[src/design/wwcc_fifo.sv]
module wwcc_fifo #(
	parameter int WIDTH = 8,
	parameter int DEPTH = 4
) (
	input  logic                         clk,
	input  logic                         arst_n,
	input  logic                         push,
	input  logic [WIDTH-1:0]             push_data,
	input  logic                         pop,
	output logic [WIDTH-1:0]             pop_data,
	output logic                         full,
	output logic                         empty,
	output logic [$clog2(DEPTH+1)-1:0]   level
);

	localparam int PW = $clog2(DEPTH);
	localparam int LW = $clog2(DEPTH+1);

	logic [WIDTH-1:0] mem_q [DEPTH];
	logic [PW-1:0]    wr_ptr_q;
	logic [PW-1:0]    rd_ptr_q;
	logic [LW-1:0]    level_q;
	logic             do_push;
	logic             do_pop;

	assign full     = (level_q == LW'(DEPTH));
	assign empty    = (level_q == '0);
	assign level    = level_q;
	assign do_push  = push & ~full;
	assign do_pop   = pop & ~empty;
	assign pop_data = mem_q[rd_ptr_q];

	// advance pointers and fill level
	always_ff @(posedge clk or negedge arst_n) begin
		if (!arst_n) begin
			wr_ptr_q <= '0;
			rd_ptr_q <= '0;
			level_q  <= '0;
		end else begin
			if (do_push) begin
				wr_ptr_q <= (wr_ptr_q == PW'(DEPTH-1)) ? '0 : wr_ptr_q + 1'b1;
			end
			if (do_pop) begin
				rd_ptr_q <= (rd_ptr_q == PW'(DEPTH-1)) ? '0 : rd_ptr_q + 1'b1;
			end
			case ({do_push, do_pop})
				2'b10: level_q <= level_q + 1'b1;
				2'b01: level_q <= level_q - 1'b1;
				default: level_q <= level_q;
			endcase
		end
	end

	// store the word
	always_ff @(posedge clk) begin
		if (do_push) begin
			mem_q[wr_ptr_q] <= push_data;
		end
	end

endmodule

[config.mk]
export PLATFORM = sky130hd
export DESIGN_NAME = wwcc_fifo
export DESIGN_NICKNAME = d
export VERILOG_FILES = /design/src/design/wwcc_fifo.sv
export SDC_FILE = /design/constraint.sdc
export NUM_CORES = 1
export LEC_CHECK = 0
export ABC_CLOCK_PERIOD_IN_PS = 2600
export BUFFER_PORTS_ARGS = -buffer_cell sky130_fd_sc_hd__buf_2
export CAP_MARGIN = 20
export CELL_PAD_IN_SITES_DETAIL_PLACEMENT = 0
export CELL_PAD_IN_SITES_GLOBAL_PLACEMENT = 1
export CORE_UTILIZATION = 49
export CTS_BUF_LIST = sky130_fd_sc_hd__clkbuf_8
export CTS_CLUSTER_SIZE = 40
export DETAILED_ROUTE_END_ITERATION = 10
export PLACE_DENSITY_LB_ADDON = 0.1
export SLEW_MARGIN = 10
export SYNTH_ARGS = -nofsm -noshare
export SYNTH_HDL_FRONTEND = slang
export SYNTH_SLANG_ARGS = --single-unit
[constraint.sdc]
create_clock -name clk -period 2.6 [get_ports clk]
set_input_delay 0.52 -clock clk [delete_from_list [all_inputs] [get_ports clk]]
set_output_delay 0.52 -clock clk [all_outputs]
set_load 0.03 [all_outputs]
Word level (Yosys, flattened, before mapping). Memory sizes are Yosys's and may differ from the RTL's. Cells that the tools add are included.

Bits in registers: 7. Memory bits (writable): 32. Bits of input ports: 12. Output and inout port bits: 13. Word-level logic and storage cells: 24. Memories kept: 1.

Add/sub/neg operators: 4. Eq/ne operators: 5. Multiplexer cells: 5. Bitwise gates (word level): 4. Reductions and logical operators: 2.

Memories: mem_q (depth 4, width 8, read ports 1, clocked after memory_dff 0, wr ports 1, RTL line 19) `logic [WIDTH-1:0] mem_q [DEPTH];`.

Operator list (number): $eq A2 B2 Y1 const B (3); $pmux W3 S2 (1); $add A2 B1 Y2 const B (2); $mux W2 (2); $add A3 B1 Y3 const B (1); $eq A3 B3 Y1 const B (1); $logic_not A3 Y1 (1); $sub A3 B1 Y3 const B (1); $and A1 B1 Y1 (2); $eq A2 B1 Y1 const B (1); $mux W1 (2); $not A1 Y1 (2); $reduce_bool A2 Y1 (1).

Longest topological paths before layout.
Depth in word-level cells: 5. Depth in mapped cells: 9.

Worst setup path after synthesis. Ideal clock, no wire load.

Path type: reg2reg. Start: register level_q[0] (netlist: level[0]). End: register level_q[2] (netlist: level[2]). Setup time: 0.136 ns. Data arrival time: 2.329 ns. Data required time: 2.464 ns. Slack: 0.135 ns. Cell stages (with the launch flop): 10. Path buffers: 0. Clock period less this slack: 2.465 ns. Path through: dfrtp_1 nor3_1 nand2b_1 inv_1 ha_1 inv_1 fa_1 xor2_1 nor2_1 xor2_1.

Cells in the longest elaborated chain, start to end: 5.

Ends and longest elaborated chain: from (decl) (RTL line 22) `logic [LW-1:0] level_q;`; from (signal assigned) (RTL line 47) `2'b10: level_q <= level_q + 1'b1;`; from (signal assigned) (RTL line 48) `2'b01: level_q <= level_q - 1'b1;`; from (signal assigned) (RTL line 49) `default: level_q <= level_q;`; $logic_not A3 Y1 * (RTL line 27) `assign empty = (level_q == '0);`; named net empty (RTL line 12) `output logic empty,`; $not A1 Y1 * (RTL line 30) `assign do_pop = pop & ~empty;`; $and A1 B1 Y1 * (RTL line 30); named net do_pop (RTL line 24) `logic do_pop;`; $eq A2 B1 Y1 or $eq A2 B2 Y1 (tied branches) (RTL line 46) `case ({do_push, do_pop})`; $pmux W3 S2 or $reduce_bool A2 Y1 (tied branches).

The timed path passes the listed nets; every way through them passes the cells marked *. A chain may end at the register's enable or synchronous reset.

Worst setup path in the final report.
Start: register rd_ptr_q[0]. End: output port pop_data[6].

Cells in the longest elaborated chain, start to end: 1.

Ends and longest elaborated chain: from (decl) (RTL line 21) `logic [PW-1:0] rd_ptr_q;`; from (signal assigned) (RTL line 44) `rd_ptr_q <= (rd_ptr_q == PW'(DEPTH-1)) ? '0 : rd_ptr_q + 1'b1;`; $mem_v2 Z4 W8; to (decl) (RTL line 10) `output logic [WIDTH-1:0] pop_data,`.

Every way passes these cells.

==> metrics.md <==
| Metric | Value |
|---|---|
| Initial Util | `0.5236` |
| Congestion Overflow GR | `0` |
| Startpoint types | `flip-flop` |
| Fraction of power consumed by the clock network | `0.164` |
| Setup repair after global routing missed its margin | `no` |
| Site row count | `20` |
| Instance count after placement with tap cells included | `149` |
| Count of buffers inserted at the top-level ports | `24` |
| Worst slack at placement | `403.6 ps` |
| Ratio of final minimum period to clock period | `0.8872` |
| Post-synth cell types | `19` |
| Max H-tree Level | `2` |
| Synth Area in XOR/XNOR | `0.01630` |
| Worst Slack Setup Final | `293.4 ps` |
| Static Leakage | `0.7525 nW` |
| Combinational family with the most area after synthesis | `multiplexers` |
| Number of global-route vias before repair | `810` |
| Sequential share of the synthesized area | `0.7050` |
| Count of hold buffers inserted by post-cts repair | `0` |
| Total global-route track usage | `0.1709` |
| Biggest cell delay along the critical path | `720 ps` |
| Synth warn | `0` |
| Number of nets with antenna violations after routing | `0` |
| Family with the most delay on the worst path | `flip-flops` |
| Part of the power in combinational logic | `0.392` |
| Worst Path Required | `2080 ps` |
| Slew at the pin closest to its max-slew limit | `597.9 ps` |
| Maximum achievable frequency | `433.5 MHz` |
| Max-slew violation count | `0` |
| Arrival time at the worst endpoint | `1790 ps` |
| Commonest non-fill, non-tap cells in the layout | `sky130_fd_sc_hd__edfxtp_1 (32), sky130_fd_sc_hd__buf_2 (24), sky130_fd_sc_hd__inv_1 (11), sky130_fd_sc_hd__mux4_2 (8), sky130_fd_sc_hd__dfrtp_1 (7)` |
| First drt pass iteration count | `4` |
| Clk_lat worst skew | `280 ps` |
| Area occupied by multi-input gates | `436.7 sq um` |
| Capturing element of the worst setup path | `pop_data[6]` |
| Post-CTS clock slew at the launch and capture registers of the worst setup and hold paths | `70 ps` |
| Number of nets produced by synthesis | `102` |
| Number of antenna violations at the first check in global routing | `0` |
| CP max-delay cell | `sky130_fd_sc_hd__dfrtp_1` |
| Ant diodes | `0` |
| DRC Markers | `0` |
| Max-slew headroom at the worst pin | `0.6014` |
| Worst clock skew | `5.677 ps` |
| Maximum fanout count along the critical path | `11` |
| Number of sinks handled by clock tree synthesis | `39` |
| Average footprint of a synthesized cell | `19.42 sq um` |
| Horizontal die dimension | `59.35 um` |
| Clock buffer depth | `2` |
| Reported net switching power | `0.8150 mW` |
| Ports placed on the boundary | `25` |
| Sequential share of power | `0.444` |
| Core area | `3078 sq um` |
| Top-area cell type share of the netlist area | `0.5963` |
| Critical Path End Type | `output pin` |
| Cell-internal power | `1.401 mW` |
| Cell type with the highest aggregate area in the netlist | `sky130_fd_sc_hd__edfxtp_1` |
| Logic depth of the worst path, buffers included | `2` |
| R2R cell count | `9` |
| Wire length of the first global-routing pass | `3981 um` |
| Internal reg-to-reg setup slack | `410 ps` |
| Sequential cell area | `1136 sq um` |
| Vert. Die Dim | `59.35 um` |
| Total power per unit cell area | `1193 nW/um^2` |
| Fraction of the mapped netlist area in compound gates | `0` |
| Final Instance Count excl. Fillers | `157` |
| Fraction of layout cells with a size suffix above 1 | `0.4159` |
| Buffer type at the clock tree root | `sky130_fd_sc_hd__clkbuf_8` |
| Final Hold Vio Count | `0` |
| Post-synthesis instance area | `1612 sq um` |
| Multiplexer share of the synthesized area | `0.1506` |
| Finished Core Util | `0.6037` |
| Starting DRT DRC Count | `29` |
| Area of the die | `3522 sq um` |
| Area delta synth->final | `15.29%` |
| Simple logic cell fraction of the synthesized area | `0.04503` |
| Period minus WS final | `2307 ps` |
| WS Path Type | `reg -> out` |
| Number of buffers inserted during clock tree synthesis | `5` |
| WL/cell | `15.66 um` |
| R2r endpoint | `level[2]` |
| Launch instance of the worst register-to-register path | `level[0]` |
| Nets | `131` |
| List of cells traversed by the critical path | `mux4_2 > buf_2` |
| Number of buffers and inverters on the critical path | `1` |
| Post-Synth Adder-Cell Area | `0.05901` |
| Commonest non-fill, non-tap cell in the layout | `sky130_fd_sc_hd__edfxtp_1` |
| Quantity of gates resized following cts | `0` |
| Crit. Startpoint | `rd_ptr_q[0]` |
| Final setup violation count | `0` |
| Synthesized netlist cell count | `83` |
| Path type of the worst min-delay path | `in -> async` |
| Average vias per placed instance | `4.968` |
| Share of total power consumed by net switching | `0.3677` |
| Largest net degree at the start of global routing | `12` |
| Final TNS setup | `0 ps` |
| CTS tree | `built` |
| Max-cap viol count | `0` |
| RePlAce Congestion | `0.7018` |
| Top cells by area, synth | `sky130_fd_sc_hd__edfxtp_1 (60%), sky130_fd_sc_hd__mux4_2 (11%), sky130_fd_sc_hd__dfrtp_1 (11%)` |
| Count of vias placed by the detailed router | `780` |
| Total length of routed wires | `2459 um` |
| Count of fill cells added during filler insertion | `240` |
| #FFs+latches synth | `39` |
| Setup Fix Bufs, Post-CTS | `0` |
| HPWL after detailed placement | `1731 um` |
| Result of the run | `finished, final reports clean` |
| Worst voltage drop across the vdd grid | `0.6307 mV` |
==> per-layer routing <==
metal	wire, um	vias to the layer above	share of wire	track usage
met1	1076	391	0.44	0.2063
met5	0	-	0	0
met3	94	2	0.038	0.06550
met4	17	0	0.0069	0.07143
li1	-	370	-	-
met2	1272	17	0.52	0.2745
==> state kept, by name (all words and copies together), names as in the netlist <==
register	cells
level	3
wr_ptr_q	2
rd_ptr_q	2
mem_q	32
==> worst min-delay path by stage <==
stage,from,endpoint,slack (ps),cells past startpoint
after floorplan,arst_n,level[0],220,0
after global placement,arst_n,level[0],360,1
after detailed placement,arst_n,rd_ptr_q[0],360,1
after CTS,arst_n,rd_ptr_q[0],50,1
after global routing,arst_n,level[2],60,1
final,arst_n,rd_ptr_q[0],60,1
==> cells by family (layout without fill, tap and decap cells) <==
logic type    count (synthesis)  after routing
xor+xnor                      3              3
buf+inv                      10             40
mux                          13             13
flops                        39             39
simple gates                 11             11
fa+ha+maj                     7              7
==> power groups by stage <==
stage,Sequential [mW],Clock [mW],Combinational (mW)
6_report,0.985,0.363,0.868
2_1_floorplan,0.964,0,0.688
4_1_cts,0.992,0.381,0.880
5_1_grt,1.01,0.400,0.941
3_3_place_gp,0.993,0,0.878
3_5_place_dp,1.00,0,0.880
==> area by class of cell <==
| class | count | area share |
|---|---|---|
| clock buffer | 5 | 0.03704 |
| timing repair buffer | 24 | 0.06465 |
| sequential | 39 | 0.6114 |
| inverter | 8 | 0.01616 |
| tap | 44 | 0.02963 |
| clock inverter | 3 | 0.006061 |
| multi-input combinational | 34 | 0.2350 |
==> worst register-to-register path, stage by stage (launching register included) <==
cell and delay (ps):
sky130_fd_sc_hd__dfrtp_1 430, sky130_fd_sc_hd__or3b_4 440, sky130_fd_sc_hd__and2_4 190, sky130_fd_sc_hd__inv_1 50, sky130_fd_sc_hd__ha_1 170, sky130_fd_sc_hd__inv_1 60, sky130_fd_sc_hd__fa_1 370, sky130_fd_sc_hd__xor2_1 150
sky130_fd_sc_hd__nor2_1 110, sky130_fd_sc_hd__xor2_1 160
==> synthesized netlist by cell type <==
master,number
sky130_fd_sc_hd__inv_1,8
sky130_fd_sc_hd__mux2i_1,1
sky130_fd_sc_hd__fa_1,1
sky130_fd_sc_hd__nor2_1,3
sky130_fd_sc_hd__mux2_2,2
sky130_fd_sc_hd__nand2b_1,1
sky130_fd_sc_hd__buf_2,1
sky130_fd_sc_hd__dfrtp_1,7
sky130_fd_sc_hd__mux4_2,8
sky130_fd_sc_hd__xnor2_1,1
sky130_fd_sc_hd__mux2_4,2
sky130_fd_sc_hd__edfxtp_1,32
sky130_fd_sc_hd__nor3_1,1
sky130_fd_sc_hd__ha_1,6
sky130_fd_sc_hd__buf_1,1
sky130_fd_sc_hd__xor2_1,2
sky130_fd_sc_hd__or3b_4,1
sky130_fd_sc_hd__and2_4,1
sky130_fd_sc_hd__and3_2,4
==> through the flow <==
step	instance area [sq um]	hold slack, ps	power, mW
finish	1858	60.93	2.216
CTS	1858	52.64	2.253
global placement	1778	362.5	1.871
floorplan	1612	224.4	1.652
detailed placement	1778	363.2	1.883
global route	1858	58.81	2.354
Power figures use the tool's default switching activity.
