===== src/design/wwcc_pkg.sv =====
package wwcc_pkg;

	// configuration port
	localparam int ADDR_W = 4;
	localparam int DATA_W = 64;
	localparam int REG_SEL_BIT = 3;

	// register codes, selected by paddr[REG_SEL_BIT]
	localparam logic REG_TOTAL_LENGTH = 1'b0;
	localparam logic REG_EXPECTED_HASH = 1'b1;

	localparam logic [31:0] TOTAL_LENGTH_RST = 32'd1;
	localparam logic [63:0] EXPECTED_HASH_RST = 64'd0;

	// full words counted per payload
	localparam int IDX_W = 30;

	typedef struct packed {
		logic [31:0] data_word;
		logic [2:0]  byte_count;
		logic        last;
	} in_t;

	typedef struct packed {
		logic [63:0] hash_value;
		logic        match;
		logic        length_error;
	} out_t;

	// classified word, handed from the front end to the back end
	typedef struct packed {
		logic [31:0]      data_word;
		logic             full_word;
		logic [1:0]       tail_count;
		logic             last;
		logic [IDX_W-1:0] word_index;
		logic [31:0]      seen;
		logic             fault;
	} mid_t;

endpackage


===== src/design/wwcc_front.sv =====
module wwcc_front (
	input  logic            clk,
	input  logic            arst_n,
	input  logic            push,
	input  wwcc_pkg::in_t   in_data,
	input  logic            mid_full,
	output logic            mid_push,
	output wwcc_pkg::mid_t  mid_data
);

	import wwcc_pkg::*;

	logic [IDX_W-1:0] idx_q;
	logic             fault_q;
	logic [IDX_W-1:0] idx_inc;
	logic             idx_max;
	logic             is_full;
	logic             accept;
	logic             skip;

	assign is_full = in_data.byte_count[2];
	assign accept  = push & ~mid_full;
	// a short word before the last one only marks a fault
	assign skip    = ~in_data.last & ~is_full;
	assign idx_inc = idx_q + 1'b1;
	assign idx_max = &idx_q;

	assign mid_push = accept & ~skip;

	// classify the word and work out the byte position reached
	always_comb begin
		mid_data.data_word  = in_data.data_word;
		mid_data.full_word  = is_full;
		mid_data.tail_count = in_data.byte_count[1:0];
		mid_data.last       = in_data.last;
		mid_data.word_index = idx_q;
		mid_data.seen       = is_full ? {idx_inc, 2'b00}
			: {idx_q, 2'b00} + {30'd0, in_data.byte_count[1:0]};
		mid_data.fault      = fault_q | (is_full & idx_max);
	end

	// track word index and sequencing fault, clear after the last word
	always_ff @(posedge clk or negedge arst_n) begin
		if (!arst_n) begin
			idx_q   <= '0;
			fault_q <= 1'b0;
		end else if (accept) begin
			if (in_data.last) begin
				idx_q   <= '0;
				fault_q <= 1'b0;
			end else if (skip) begin
				fault_q <= 1'b1;
			end else begin
				idx_q <= idx_inc;
				if (idx_max) begin
					fault_q <= 1'b1;
				end
			end
		end
	end

endmodule


===== config.mk =====
export PLATFORM = sky130hd
export DESIGN_NAME = wwcc_front
export DESIGN_NICKNAME = d
export VERILOG_FILES = /design/src/design/wwcc_pkg.sv /design/src/design/wwcc_front.sv
export SDC_FILE = /design/constraint.sdc
export NUM_CORES = 1
export LEC_CHECK = 0
export ABC_AREA = 1
export BUFFER_PORTS_ARGS = -buffer_cell sky130_fd_sc_hd__buf_2
export CELL_PAD_IN_SITES_DETAIL_PLACEMENT = 1
export CELL_PAD_IN_SITES_GLOBAL_PLACEMENT = 1
export CORE_MARGIN = 1.5
export CORE_UTILIZATION = 33
export CTS_BUF_LIST = sky130_fd_sc_hd__clkbuf_2 sky130_fd_sc_hd__clkbuf_4 sky130_fd_sc_hd__clkbuf_8
export DETAILED_ROUTE_END_ITERATION = 12
export PLACE_DENSITY = 0.95
export SETUP_SLACK_MARGIN = 0.05
export SLEW_MARGIN = 30
export SYNTH_ARGS = -nofsm -noshare
export SYNTH_HDL_FRONTEND = slang
export SYNTH_SLANG_ARGS = --single-unit
export TNS_END_PERCENT = 100

===== constraint.sdc =====
create_clock -name clk -period 4.6 [get_ports clk]
set_input_delay 0.92 -clock clk [delete_from_list [all_inputs] [get_ports clk]]
set_output_delay 0.92 -clock clk [all_outputs]
set_load 0.1 [all_outputs]

# Word level (Yosys, flattened, before mapping)
# Index checks and enable logic that the tools add are counted.
# classes
add_sub_neg,2
n_eq_ne,1
n_mux,6
n_bitwise,9
reduce_logical,4
# ops
op,count
$mux 30,2
$add 32x2->32,1
$mux 32,1
$add 30x1->30 const B,1
$reduce_and 30->1,1
$and 1x1->1,4
$not 1->1,4
$reduce_and 2->1,2
$mux 1,3
$reduce_bool 3->1,1
$ne 2x2->1 const B,1
$or 1x1->1,1
# word_totals
regBits,31
input_bits,40
out_inout_bits,100
wordCells,24

# Logic depth before layout (Yosys ltp)
# Gate-level depths: netlist (run 1).
# logic_depth
word_depth,4
ltp_mapped,10

# Worst setup path after synthesis (run 1)
# OpenSTA, ideal clock, no wires.
# synth_path
path_type,reg2out
from,register idx_q[0]
to,output mid_data[0] (netlist name)
t_arrival_ps,3982
required_ps,3680
slack_ps,-302
stages_incl_launch_ff,8
path_cell_list,dfrtp_1 > ha_1 > nand2_2 > nor2_4 > nand2_4 > nor2_4 > nand2_1 > o21ai_0
# synth_rtl
item,line_no,text
start: declaration,wwcc_front.sv:13,logic [IDX_W-1:0] idx_q;
start signal: assignment,wwcc_front.sv:54,idx_q <= idx_inc;
end: declaration,wwcc_front.sv:8,output wwcc_pkg::mid_t mid_data

# Worst setup path in the final report (run 1)
# layout_path
from,input in_data[3] (netlist name)
to,output mid_push
# layout_via
elab_chain_cells,4
# layout_rtl
item,line_no,text
start: declaration,wwcc_front.sv:5,"input wwcc_pkg::in_t in_data,"
$not 1->1,wwcc_front.sv:24,assign skip = ~in_data.last & ~is_full;
$and 1x1->1,wwcc_front.sv:24,
$not 1->1,wwcc_front.sv:28,assign mid_push = accept & ~skip;
$and 1x1->1,wwcc_front.sv:28,
end: declaration,wwcc_front.sv:7,"output logic mid_push,"
# Every way passes these cells.

==> impl_metrics.csv, run 1 <==
group,metric,value,unit
drt,drt_iter0_markers,127,
sta,skew,9.25,ps
placed_design,dp_hpwl,6280,µm
synth,syn_area,2620,µm²
synth,yosysSeqAreaShare,0.296,
clocking,cts_tree,"built",
sta,slew_headroom,0.505,
layout,drive_gt1_frac,0.231,
floorplanning,die_w,92.1,µm
pwr,power_density,314,nW/µm²
sta,tightest_slew,742,ps
setup_path,worstSetupStartpoint,"in_data[3]",
setup_path,required,3680,ps
sta,min_period_over_period,0.772,
sta,max_freq,0.282,GHz
sta,rsz0062_at_grt,"false",
clocking,cts_buffers,5,
clocking,post_cts_buffers,0,
drt,via_per_inst,4.87,
pwr,ir_drop,119,µV
floorplanning,core,7690,µm²
setup_path,reg2reg_to,"idx_q[22]",
drt,vias,2668,
clocking,htree_levels,2,
setup_path,reg2reg_slack,2840,ps
floorplanning,fp.dieArea,8480,µm²
drt,drt_first_pass_iters,4,
layout,seq_area,776,µm²
setup_path,cp_top_family,"buffers and inverters",
setup_path,cp_num_cells,6,
layout,synthToLayoutAreaGrowth,13.2,%
placed_design,dp_slack,1050,ps
layout,final_cells,548,
setup_path,crit_path_end,"mid_push",
sta,min_period,3550,ps
setup_path,critPathKind,"in2out",
grt,grt_pass1_wl,13900,µm
setup_path,rr_worst_depth,10,
sta,setup_viol,0,
floorplanning,start_util,0.341,
clocking,insertion_delay,290,ps
drt,drc_errors,0,
setup_path,path_buf_inv,4,
placed_design,dp.cells,540,
layout,nets,486,
sta,worst_slack,1050,ps
clocking,ctsHoldBuffers,0,
setup_path,r2r_start,"idx_q[0]",
clocking,clkSinkCount,31,
layout,multi_input_area,1400,µm²
setup_path,critPathLaunchType,"input pin",
placed_design,portBuffers,75,
synth,yosysUniqueCellTypes,25,
grt,antenna_found_initial,0,
synth,ys_ff_latch,31,
grt,grt_pass1_vias,2843,
clocking,clk_pin_slew,80,ps
worst_hold_path,hold_path_class,"reg2reg",
setup_path,cp_data_arrival_time,2630,ps
drt,wire_per_inst,15.5,µm
clocking,root_buffer,"clkbuf_8",
grt,grt_usage,0.208,
placed_design,routabilityCongestion,0.850,
clocking,clk_path_buf_depth,2,
sta,fin_setup_tns,0,ps
drt,antenna_left,0,
clocking,cts_resized,0,
outcome,outcome,"complete, no violations",
floorplanning,rows,32,
floorplanning,die_h,92.1,µm
setup_path,path_cells,"buf_2 > nor2_1 > inv_1 > nand2_1 > inv_1 > buf_2",
floorplanning,ios,140,
setup_path,critPathMaxStageDelay,510,ps
grt,grt_overflow_total,0,
synth,syn_nets,447,
pwr,power_leakage,1.49,nW
setup_path,worst-path-max-fanout,38,
sta,timing.hold.ws,519,ps
setup_path,slowest_stage,"buf_2",
layout,num_antenna_cells,0,
layout,n_fill_cell,1061,
synth,synth.avg_cell_area,6.45,µm²
drt,routed_wl,8470,µm
sta,finalHoldViolCount,0,
synth,yosysWarnings,0,
setup_path,end_kind,"primary output",
synth,synth_cells,406,
job,cap_violations,0,
sta,slew_viol_final,0,
grt,grt_start_max_net_pins,39,
[final cells by class]
type                            instances  share of cell area
Tap cell                              102              0.0430
Timing Repair Buffer                   78               0.134
Clock buffer                            6              0.0257
Clock inverter                          2              0.0203
Inverter                               34              0.0430
Sequential cell                        31               0.262
Multi-Input combinational cell        295               0.472
[per-stage QoR]
step / area (µm²) / power [W] / utilization
final: 2970 / 0.000930 / 0.386
after global routing: 2970 / 0.000960 / 0.386
after CTS: 2970 / 0.000935 / 0.386
after detailed placement: 2830 / 0.000598 / 0.368
after global placement: 2830 / 0.000593 / 0.368
after floorplan: 2620 / 0.000677 / -
[state kept, by name, indices dropped and copies added (netlist names)]
register  count
fault_q       1
idx_q        30
[where the power goes]
group / internal, W / leakage [nW] / switching (W) / total [W]
Sequential: 0.000283 / 0.428 / 0.0000178 / 0.000301
Clock: 0.000223 / 0.0688 / 0.000114 / 0.000337
Combinational: 0.0000378 / 0.992 / 0.000254 / 0.000292
Total: 0.000544 / 1.49 / 0.000386 / 0.000930
[worst min-delay path by stage]
stage | from | end | slack, ps | depth (start not counted)
after global placement | fault_q | fault_q | 510 | 2
after detailed placement | fault_q | fault_q | 510 | 2
final | fault_q | fault_q | 520 | 2
after CTS | fault_q | fault_q | 520 | 2
after global routing | fault_q | fault_q | 550 | 2
after floorplan | fault_q | fault_q | 490 | 2
[worst min-delay path: cells and delay by family (launching register included)]
kind | cells | cell delay (ps)
flip-flops | 1 | 360
buffers and inverters | 1 | 60
AO/OA/AOI/OAI | 1 | 60
[cells by family after synthesis]
family	synth area share
xor gates and xnor gates	0.0497
buffers and inverters	0.170
adders and majority gates	0.00477
and+or+nand+nor	0.377
DFF	0.296
AOI/OAI and AO/OA	0.103
[cell usage after synthesis]
library cell | number | area (µm²)
nand3_1 | 18 | 90.1
clkbuf_1 | 5 | 18.8
buf_4 | 37 | 278
nor3b_1 | 1 | 7.51
ha_1 | 1 | 12.5
xor2_1 | 10 | 87.6
xor2_2 | 1 | 16.3
clkinv_1 | 1 | 3.75
nand2_2 | 3 | 18.8
a21oi_1 | 1 | 5.00
nand3b_1 | 6 | 45.0
nor2_4 | 7 | 78.8
buf_2 | 4 | 20.0
xnor2_1 | 3 | 26.3
o21ai_1 | 4 | 20.0
nand2_1 | 151 | 567
nor2_2 | 3 | 18.8
inv_2 | 1 | 3.75
and2_1 | 2 | 12.5
nor2_1 | 34 | 128
o21ai_0 | 45 | 225
dfrtp_1 | 31 | 776
nand2_4 | 2 | 22.5
o22ai_1 | 3 | 18.8
inv_1 | 32 | 120
[layer usage]
metal / part of all wire / vias to the layer above / global-route usage / wire length, µm
met3: 0.047 / 31 / 0.0307 / 401
met5: 0 / - / 0 / 0
li1: - / 1306 / - / -
met2: 0.47 / 78 / 0.356 / 3990
met4: 0.028 / 0 / 0.0885 / 238
met1: 0.45 / 1253 / 0.259 / 3850
[cells in the final DEF (no fill, tap or decap), types with 7 or more instances in the layout]
| cell | netlist | final |
|---|---|---|
| xor2_1 | 10 | 10 |
| dfrtp_1 | 31 | 31 |
| buf_2 | 4 | 75 |
| inv_1 | 32 | 32 |
| nor2_4 | 7 | 7 |
| nand2_1 | 151 | 151 |
| o21ai_1 | 4 | 11 |
| nor2_1 | 34 | 34 |
| o21ai_0 | 45 | 38 |
| nand3_1 | 18 | 18 |
Power figures use the tool's default switching activity.
==> run 2: changes to the inputs <==
--- a/config.mk
+++ b/config.mk
@@ -10,10 +10,10 @@
 export CELL_PAD_IN_SITES_DETAIL_PLACEMENT = 1
 export CELL_PAD_IN_SITES_GLOBAL_PLACEMENT = 1
 export CORE_MARGIN = 1.5
-export CORE_UTILIZATION = 33
+export CORE_UTILIZATION = 28
 export CTS_BUF_LIST = sky130_fd_sc_hd__clkbuf_2 sky130_fd_sc_hd__clkbuf_4 sky130_fd_sc_hd__clkbuf_8
 export DETAILED_ROUTE_END_ITERATION = 12
-export PLACE_DENSITY = 0.95
+export PLACE_DENSITY = 0.92
 export SETUP_SLACK_MARGIN = 0.05
 export SLEW_MARGIN = 30
 export SYNTH_ARGS = -nofsm -noshare
==> constraint.sdc (replaced) <==
create_clock -name clk -period 2.85 [get_ports clk]
set_input_delay 0.57 -clock clk [delete_from_list [all_inputs] [get_ports clk]]
set_output_delay 0.57 -clock clk [all_outputs]
set_load 0.1 [all_outputs]
==> impl_metrics.csv, run 2 (synthesis results as in run 1) <==
group,metric,value,unit
outcome,outcome,"complete, no violations",
clocking,cts_resized,6,
job,cap_violations,0,
sta,min_period,2660,ps
drt,vias,2741,
setup_path,reg2reg_slack,1150,ps
pwr,p_int,0.000858,W
pwr,p_seq_frac,0.326,
sta,rsz0062_at_grt,"true",
placed_design,portBuffers,75,
clocking,clk_path_buf_depth,2,
layout,drive_gt1_frac,0.355,
grt,grt_pass1_vias,2901,
drt,via_per_inst,4.90,
setup_path,end_kind,"primary output",
floorplanning,rows,35,
pwr,power_leakage,1.55,nW
layout,layout_common_cells,"nand2_1 (149), buf_2 (47), nor2_1 (34), inv_1 (32), dfrtp_2 (27)",
clocking,cts_buffers,5,
layout,nets,488,
setup_path,cp_common_cell,"nand2_1",
layout,largest_registers,"idx_q: 30 flops, fault_q: 1 flops",
worst_hold_path,hold_path_class,"in2async",
layout,n_fill_cell,1154,
grt,grt_overflow_total,0,
layout,final_common_cell,"nand2_1",
grt,grt_pass1_wl,14700,µm
grt,antenna_found_initial,0,
floorplanning,core,9150,µm²
sta,slew_viol_final,0,
layout,top_register,"idx_q",
sta,fin_setup_tns,0,ps
drt,drt_iter0_markers,99,
clocking,root_buffer,"clkbuf_8",
setup_path,worst-path-max-fanout,5,
pwr,ir_drop,416,µV
placed_design,place_area,3300,µm²
setup_path,r2r_start,"idx_q[0]",
setup_path,critPathMaxStageDelay,420,ps
floorplanning,fp.dieArea,9950,µm²
drt,wire_per_inst,15.9,µm
floorplanning,die_w,99.7,µm
layout,largest_reg_flops,30,
clocking,cts_tree,"built",
sta,skew,5.62,ps
pwr,p_sw_frac,0.430,
setup_path,rr_worst_depth,9,
sta,setup_viol,0,
layout,synthToLayoutAreaGrowth,32.3,%
sta,tightest_slew,755,ps
pwr,clkPwrFrac,0.311,
drt,drt_first_pass_iters,4,
clocking,clkSinkCount,31,
layout,num_antenna_cells,0,
setup_path,slowest_stage,"dfrtp_2",
clocking,htree_levels,2,
sta,max_freq,0.376,GHz
clocking,insertion_delay,290,ps
drt,drc_errors,0,
sta,min_period_over_period,0.934,
clocking,ctsHoldBuffers,0,
setup_path,critPathKind,"reg2out",
setup_path,reg2reg_to,"fault_q",
layout,fin_area,3470,µm²
pwr,p_comb_frac,0.363,
setup_path,critPathLaunchType,"flip-flop",
clocking,clk_pin_slew,70,ps
pwr,power_density,434,nW/µm²
clocking,post_cts_buffers,0,
setup_path,path_cells,"ha_1 > nand2_2 > nor2_4 > nand2_1 > nor2_2 > nand3_1 > nand2_1 > nand2_1 > o21ai_2 > buf_8",
floorplanning,ios,140,
drt,antenna_left,0,
placed_design,routabilityCongestion,0.873,
grt,grt_start_max_net_pins,38,
pwr,power.switching,0.000647,W
placed_design,dp_hpwl,7010,µm
sta,finalHoldViolCount,0,
floorplanning,die_h,99.7,µm
sta,slew_headroom,0.497,
setup_path,required,2280,ps
floorplanning,start_util,0.286,
drt,routed_wl,8890,µm
setup_path,cp_data_arrival_time,2090,ps
grt,grt_usage,0.184,
## run 2: changes by cell type in the layout (fill, tap and decap cells not counted), sizes merged
cell / change
bufinv: -1
buf: -4
clkbuf: +6
clkinv: +1
## run 2: through the flow
step	std cells	total power, W	utilization	hold WS [ps]	setup slack, ps
after floorplan	406	0.00112	-	274	67.5
after global placement	551	0.00104	0.360	549	364
after detailed placement	551	0.00105	0.360	563	305
after CTS	559	0.00152	0.375	376	80.6
after global routing	559	0.00155	0.379	403	15.4
final	559	0.00150	0.379	349	187
## run 2: worst max-delay path by stage
stage               depth (start not counted)      endpoint        from  slack [ps]
finish                                     10  mid_data[25]    idx_q[0]         190
detailed placement                         10  mid_data[25]    idx_q[0]         310
floorplan                                   3   mid_data[1]  in_data[3]          70
global placement                            5   mid_data[5]  in_data[3]         360
CTS                                        10  mid_data[21]    idx_q[0]          80
global route                               10  mid_data[25]    idx_q[0]          20
## run 2: power groups by stage
| stage | registers [W] | logic [W] | clock network [W] |
|---|---|---|---|
| finish | 0.000490 | 0.000546 | 0.000468 |
| global route | 0.000495 | 0.000566 | 0.000492 |
| CTS | 0.000490 | 0.000550 | 0.000479 |
| detailed placement | 0.000499 | 0.000548 | 0 |
| global placement | 0.000497 | 0.000541 | 0 |
| floorplan | 0.000608 | 0.000513 | 0 |
## run 2: metal layers
metal  share of wire  global-route usage  routed length [µm]
met3           0.043              0.0302                 378
met2            0.51               0.329                4520
met5               0                   0                   0
met1            0.43               0.228                3850
met4           0.016              0.0455                 138
## run 2: cell type report
type / instances / area, µm² / area share
Multi-Input combinational cell: 295 / 1560 / 0.449
Sequential cell: 31 / 810 / 0.233
Timing Repair Buffer: 80 / 718 / 0.207
Tap cell: 111 / 139 / 0.0401
Inverter: 34 / 128 / 0.0368
Clock buffer: 6 / 82.6 / 0.0238
Clock inverter: 2 / 35.0 / 0.0101
## run 2: critical path: cells and delay by family, from the launching register on
family	cells	cell delay (ps)
DFF	1	420
adders and majority gates	1	220
and+or+nand+nor	7	850
buffers and inverters	1	220
AOI/OAI and AO/OA	1	90
